`config.mk`:
```
export PLATFORM = sky130hd
export DESIGN_NAME = med_dist
export DESIGN_NICKNAME = d
export VERILOG_FILES = /design/src/hdl/assert_macros.svh /design/src/hdl/med_pkg.sv /design/src/hdl/med_dist.sv
export SDC_FILE = /design/constraint.sdc
export NUM_CORES = 2
export LEC_CHECK = 0
export BUFFER_PORTS_ARGS = -buffer_cell sky130_fd_sc_hd__buf_2
export CORE_UTILIZATION = 37
export CTS_BUF_LIST = sky130_fd_sc_hd__clkbuf_8
export CTS_CLUSTER_DIAMETER = 40
export DETAILED_ROUTE_END_ITERATION = 8
export PLACE_DENSITY = 0.62
export REMOVE_ABC_BUFFERS = 1
export SLEW_MARGIN = 20
export SYNTH_ARGS = -nofsm -noshare
export SYNTH_HDL_FRONTEND = slang
export SYNTH_SLANG_ARGS = --single-unit
```
`constraint.sdc`:
```
create_clock -name clock -period 17.2 [get_ports clock]
set_clock_uncertainty 0.05 [all_clocks]
set_input_delay 3.44 -clock clock [delete_from_list [all_inputs] [get_ports clock]]
set_output_delay 3.44 -clock clock [all_outputs]
set_load 0.01 [all_outputs]
```
`src/hdl/assert_macros.svh`:
```
// Assertion macros shared by the mesh edge dedup RTL.
// Depends on nothing; users must provide signals named clock and reset.
`ifndef ASSERT_MACROS_SVH
`define ASSERT_MACROS_SVH

// Condition must hold at every clock edge outside reset.
`define MED_ASSERT_ALWAYS(lbl, cond) \
   lbl: assert property (@(posedge clock) disable iff (reset) (cond)) \
      else $error("assertion failed");

// Antecedent implies consequent in the same cycle.
`define MED_ASSERT_IMPLY(lbl, ante, cons) \
   lbl: assert property (@(posedge clock) disable iff (reset) (ante) |-> (cons)) \
      else $error("assertion failed");

`endif

```
`src/hdl/med_pkg.sv`:
```
// Shared types and constants for the mesh edge dedup block.
// Depends on nothing; used by med_dist and mesh_edge_dedup.
package med_pkg;

   localparam int VertexAw   = 10;
   localparam int VertexNum  = 1 << VertexAw;
   localparam int EdgeAw     = 10;
   localparam int MaxEdges   = 1 << EdgeAw;
   localparam int CountW     = EdgeAw + 1;
   localparam int CoordW     = 18;
   localparam int DiffW      = CoordW + 1;
   localparam int SumSqW     = 2 * DiffW;
   localparam int RootW      = SumSqW / 2;
   localparam int RootSteps  = SumSqW / 2;
   localparam int PairSumW   = RootW + 1;
   localparam int ThreshW    = 18;
   localparam logic [ThreshW-1:0] ThreshReset = ThreshW'(41);

   localparam logic REG_THRESHOLD = 1'b0;
   localparam logic OP_LOAD       = 1'b0;
   localparam logic OP_FACE       = 1'b1;

   typedef struct packed {
      logic signed [CoordW-1:0] x;
      logic signed [CoordW-1:0] y;
      logic signed [CoordW-1:0] z;
   } vertex_type;

   typedef struct packed {
      logic [VertexAw-1:0] v_start;
      logic [VertexAw-1:0] v_stop;
   } edge_type;

endpackage

```
`src/hdl/med_dist.sv`:
```
// Iterative Euclidean distance unit: one shared multiplier, then a
// bit-pair integer square root. Depends on med_pkg.
module med_dist (
   input  logic                           clock,
   input  logic                           reset,
   input  logic                           start,
   input  med_pkg::vertex_type            pnt_a,
   input  med_pkg::vertex_type            pnt_b,
   output logic                           done,
   output logic [med_pkg::RootW-1:0]      root_out
);

   typedef enum logic [1:0] {S_IDLE, S_MUL, S_ROOT} state_type;

   state_type                          state_ff;
   logic [1:0]                         mstep_ff;
   logic [4:0]                         rstep_ff;
   med_pkg::vertex_type                a_ff, b_ff;
   logic signed [med_pkg::DiffW-1:0]   diff;
   logic signed [med_pkg::SumSqW-1:0]  prod_ff;
   logic [med_pkg::SumSqW-1:0]         acc_ff, acc_in;
   logic [med_pkg::SumSqW-1:0]         res_ff, bit_ff, trial;
   logic                               done_ff;

   always_comb begin
      case (mstep_ff)
         2'd0:    diff = med_pkg::DiffW'(a_ff.x) - med_pkg::DiffW'(b_ff.x);
         2'd1:    diff = med_pkg::DiffW'(a_ff.y) - med_pkg::DiffW'(b_ff.y);
         default: diff = med_pkg::DiffW'(a_ff.z) - med_pkg::DiffW'(b_ff.z);
      endcase
   end

   assign acc_in = (mstep_ff == 2'd1) ? $unsigned(prod_ff) : acc_ff + $unsigned(prod_ff);
   assign trial  = res_ff + bit_ff;

   always_ff @(posedge clock) begin
      if (reset) begin
         state_ff <= S_IDLE;
         done_ff  <= 1'b0;
         mstep_ff <= 2'd0;
         rstep_ff <= '0;
      end else begin
         done_ff <= 1'b0;
         unique case (state_ff)
            S_IDLE: begin
               if (start) begin
                  a_ff     <= pnt_a;
                  b_ff     <= pnt_b;
                  mstep_ff <= 2'd0;
                  state_ff <= S_MUL;
               end
            end
            S_MUL: begin
               prod_ff  <= diff * diff;
               mstep_ff <= mstep_ff + 2'd1;
               if (mstep_ff != 2'd0) acc_ff <= acc_in;
               if (mstep_ff == 2'd3) begin
                  res_ff   <= '0;
                  bit_ff   <= med_pkg::SumSqW'(1) << (med_pkg::SumSqW - 2);
                  rstep_ff <= '0;
                  state_ff <= S_ROOT;
               end
            end
            S_ROOT: begin
               if (acc_ff >= trial) begin
                  acc_ff <= acc_ff - trial;
                  res_ff <= (res_ff >> 1) + bit_ff;
               end else begin
                  res_ff <= res_ff >> 1;
               end
               bit_ff   <= bit_ff >> 2;
               rstep_ff <= rstep_ff + 5'd1;
               if (rstep_ff == 5'(med_pkg::RootSteps - 1)) begin
                  done_ff  <= 1'b1;
                  state_ff <= S_IDLE;
               end
            end
            default: state_ff <= S_IDLE;
         endcase
      end
   end

   assign done     = done_ff;
   assign root_out = res_ff[med_pkg::RootW-1:0];

endmodule

```
==> results.txt <==
The run finished, with violations left. The final reports fail on design-rule violations. The die covers 82700 um2.

Each instance of the synthesized netlist takes up on average 9.62 um2. The proportion of synthesized chip area in sequential cells is 0.245. Subtracting the final worst setup slack from the clock period gives 10.28 ns. Final weighted congestion in routability-driven placement: 0.933.

The most frequent cell after synthesis was sky130_fd_sc_hd__inv_1. The total track usage was 0.174. The number of global-route vias before repair came out at 22690. The detailed router used layers up to and including met4.

The tightest hold path in the finished design has a slack of 0.455 ns. Along the worst path, the maximum fanout reaches 12. Entering global routing, the biggest net connects 78 pins. The run gives 0.290 as the headroom to the max-slew limit.

The tools report the total number of vias as 22084. The H-tree was split into 2 levels. The final standard cell utilization of the core is 0.409. The top-area cell type share of the netlist area works out to 0.239.

Setup violations remaining at the end of the flow were counted as 0. In this run the deepest clock path goes through 3 buffers. The number of slew-limit violations in the final report came out at 0.

The detailed-route wire length per cell works out to 16.3 um. The post-route DRC violation count came out at 6. The commonest cells after synthesis are 491 x sky130_fd_sc_hd__inv_1, 338 x sky130_fd_sc_hd__fa_1, 299 x sky130_fd_sc_hd__ha_1. Adding up every negative setup slack in the final design gives 0 ns. The worst setup path is launched from a flip-flop.

Sorting the synthesized cells by area gives the leading types as sky130_fd_sc_hd__edfxtp_1 24%, sky130_fd_sc_hd__fa_1 22%, sky130_fd_sc_hd__ha_1 12%, sky130_fd_sc_hd__inv_1 6.1%, sky130_fd_sc_hd__nand2_1 3.4%. The length of routed met2 wiring is 32600 um, and the delay of the slowest critical-path stage is 0.89 ns. Clock tree synthesis found a total of 250 sinks.

The clock reaches the later pin of the worst-skew pair after 0.64 ns. The final design instance area without fill was 33000 um2; the highest clock rate was 97.3 MHz. The XOR/XNOR share of the synthesized area was 0.0548; the clock slew seen by the registers of the worst setup and hold paths was 0.06 ns. By area, the combinational part of the netlist is dominated by adder cells. The synthesized design contains 240 enable-type register cells.

Data on the critical path arrives at its endpoint at 10.61 ns. Synthesis produced a netlist whose cell count is 3137. The basic-gate share of the synthesized area counting and, or, nand and nor cells was 0.117.

Summed over all nets, the half-perimeter wirelength after detailed placement is 56900 um. The die is 288 um tall. The number of antenna-violating nets in the routed design was 0; the cell area after synthesis was 30200 um2. The wire length of the first global-routing pass came out at 116000 um. Summed over all layers, the global routing overflow is 0. The tools report the cell row count as 104. The min-delay analysis places its worst path in the category reg2reg. The number of gates resized after cts was 0; the required time of the critical path was 17.53 ns. TritonCTS built the clock tree.

The compound-cell area share of the yosys netlist is 0.152. Yosys printed 0 warnings. In this run the tool buffered the top-level ports with 130 buffer cells. The max-cap violation count is 0. The part of the cycle the worst path needs works out to 0.597. In this run the count of I/O pins placed on the die edge is 131. The master of the slowest instance on the critical path is sky130_fd_sc_hd__a221oi_2. Counting the buffers created by CTS gives 52.

For this block, wires on met1 add up to 32800 um. The register bit count reported by yosys was 250. The startpoint-to-endpoint class of the critical path is reg2reg. The first detailed-routing pass took 7 iterations.

Dividing the detail-routed via count by the number of cells gives 5.08. The number of buffers inserted by hold repair at cts is 0, and the hold violation total from the final report is 0. The starting density of the core was 0.374; the signed area change from the synthesized netlist to the final layout was 9.29%.

The total area inside the core boundary comes to 80700 um2. The multiplexer share of the synthesized area was 0.00472; the total number of nets in the final design was 3994. Post-synthesis async set-or-reset flop share: 0.

After detailed routing, the total wire length is 70800 um. Once placement finished, the instance area stood at 31900 um2. The run gives 1234 as the starting DRC count in detailed routing. Setup repair after global routing left no endpoint under its margin. The total length of routed met3 wires was 3570 um. The fraction of layout cells with a size suffix above 1 works out to 0.0882. Synthesis instantiated 97 different standard cells from the library. The most numerous cell type found on the critical path is sky130_fd_sc_hd__inv_1. The biggest area contributor in the post-synthesis netlist is sky130_fd_sc_hd__edfxtp_1. The synthesized-area fraction occupied by adder cells came out at 0.348. CTS placed an instance of sky130_fd_sc_hd__clkbuf_8 at the clock tree root. For the number of buffers inserted by post-CTS setup repair, the log shows 0. The initial antenna violation count was 1. The top flip-flop cell by instance count after synthesis was sky130_fd_sc_hd__edfxtp_1. Nature of the critical path endpoint: a flip-flop. In this run the horizontal extent of the chip is 288 um. For the pin with the worst max-slew slack, the measured transition is 1.06 ns.
## per-stage QoR
step,std cells,worst slack (ns)
finish,4351,6.92
global route,4351,6.40
CTS,4349,7.02
detailed placement,4252,7.03
global placement,4252,7.23
floorplan,3043,7.06
## final timing paths
check | start | end | slack, ns | depth (start not counted)
worst max register to register | a_ff[36] | prod_ff[37] | 6.92 | 35
worst min-delay path | state_ff[1] | state_ff[1] | 0.46 | 2
worst max-delay path | a_ff[36] | prod_ff[37] | 6.92 | 35
worst min register to register | state_ff[1] | state_ff[1] | 0.46 | 2
## flip-flops by register name, indices dropped and copies added, names as in the netlist
| signal | cells |
|---|---|
| a_ff | 54 |
| b_ff | 54 |
| acc_ff | 38 |
| res_ff | 38 |
| prod_ff | 37 |
| bit_ff | 19 |
| rstep_ff | 5 |
| mstep_ff | 2 |
| state_ff | 2 |
| done | 1 |
## routing by layer
| metal | track usage | up-vias |
|---|---|---|
| met2 | 0.289 | 539 |
| li1 | - | 10902 |
| met1 | 0.233 | 10527 |
| met5 | 0 | - |
| met4 | 0.0495 | 0 |
| met3 | 0.0270 | 116 |
## layout make-up
type,instances,area (um2)
repair buffers,149,793
fillers,8004,47700
inverters,500,1880
clock buffers,53,729
well taps,1060,1330
diodes,2,5.00
flip-flops and latches,250,7410
clock inverters,44,365
multi-input cells,2293,20500
## kinds of logic (layout without fill, tap and decap cells)
family                   Yosys count  after routing
AND/OR/NAND/NOR                  781            781
buffers and inverters            594            746
adder cells (fa/ha/maj)          637            637
multiplexers                      14             14
flip-flops                       250            250
XOR/XNOR                         189            189
AO/OA/AOI/OAI                    672            672
other                              0              2
## placed cells by master, fill, tap and decap left out, types with 66 or more instances in the layout
cell / netlist / routed
sky130_fd_sc_hd__inv_1: 491 / 513
sky130_fd_sc_hd__fa_1: 338 / 338
sky130_fd_sc_hd__ha_1: 299 / 297
sky130_fd_sc_hd__nand2_1: 274 / 274
sky130_fd_sc_hd__edfxtp_1: 240 / 240
sky130_fd_sc_hd__nor2_1: 240 / 238
sky130_fd_sc_hd__a21oi_1: 177 / 177
sky130_fd_sc_hd__buf_2: 13 / 130
sky130_fd_sc_hd__xnor2_1: 105 / 105
sky130_fd_sc_hd__o21ai_0: 103 / 103
sky130_fd_sc_hd__xor2_1: 84 / 84
sky130_fd_sc_hd__a21o_1: 66 / 66
## worst max-delay path, delay by kind of cell (launching register included)
family	cells	cell delay, ns
compound gates	11	3.28
simple gates	5	1.21
xor+xnor	1	0.14
buf+inv	8	0.94
fa+ha+maj	10	4.04
flops	1	0.36
Power is left out: the tool's default activity adds up to more than one toggle a clock period on the data nets, which glitch-free logic cannot reach.
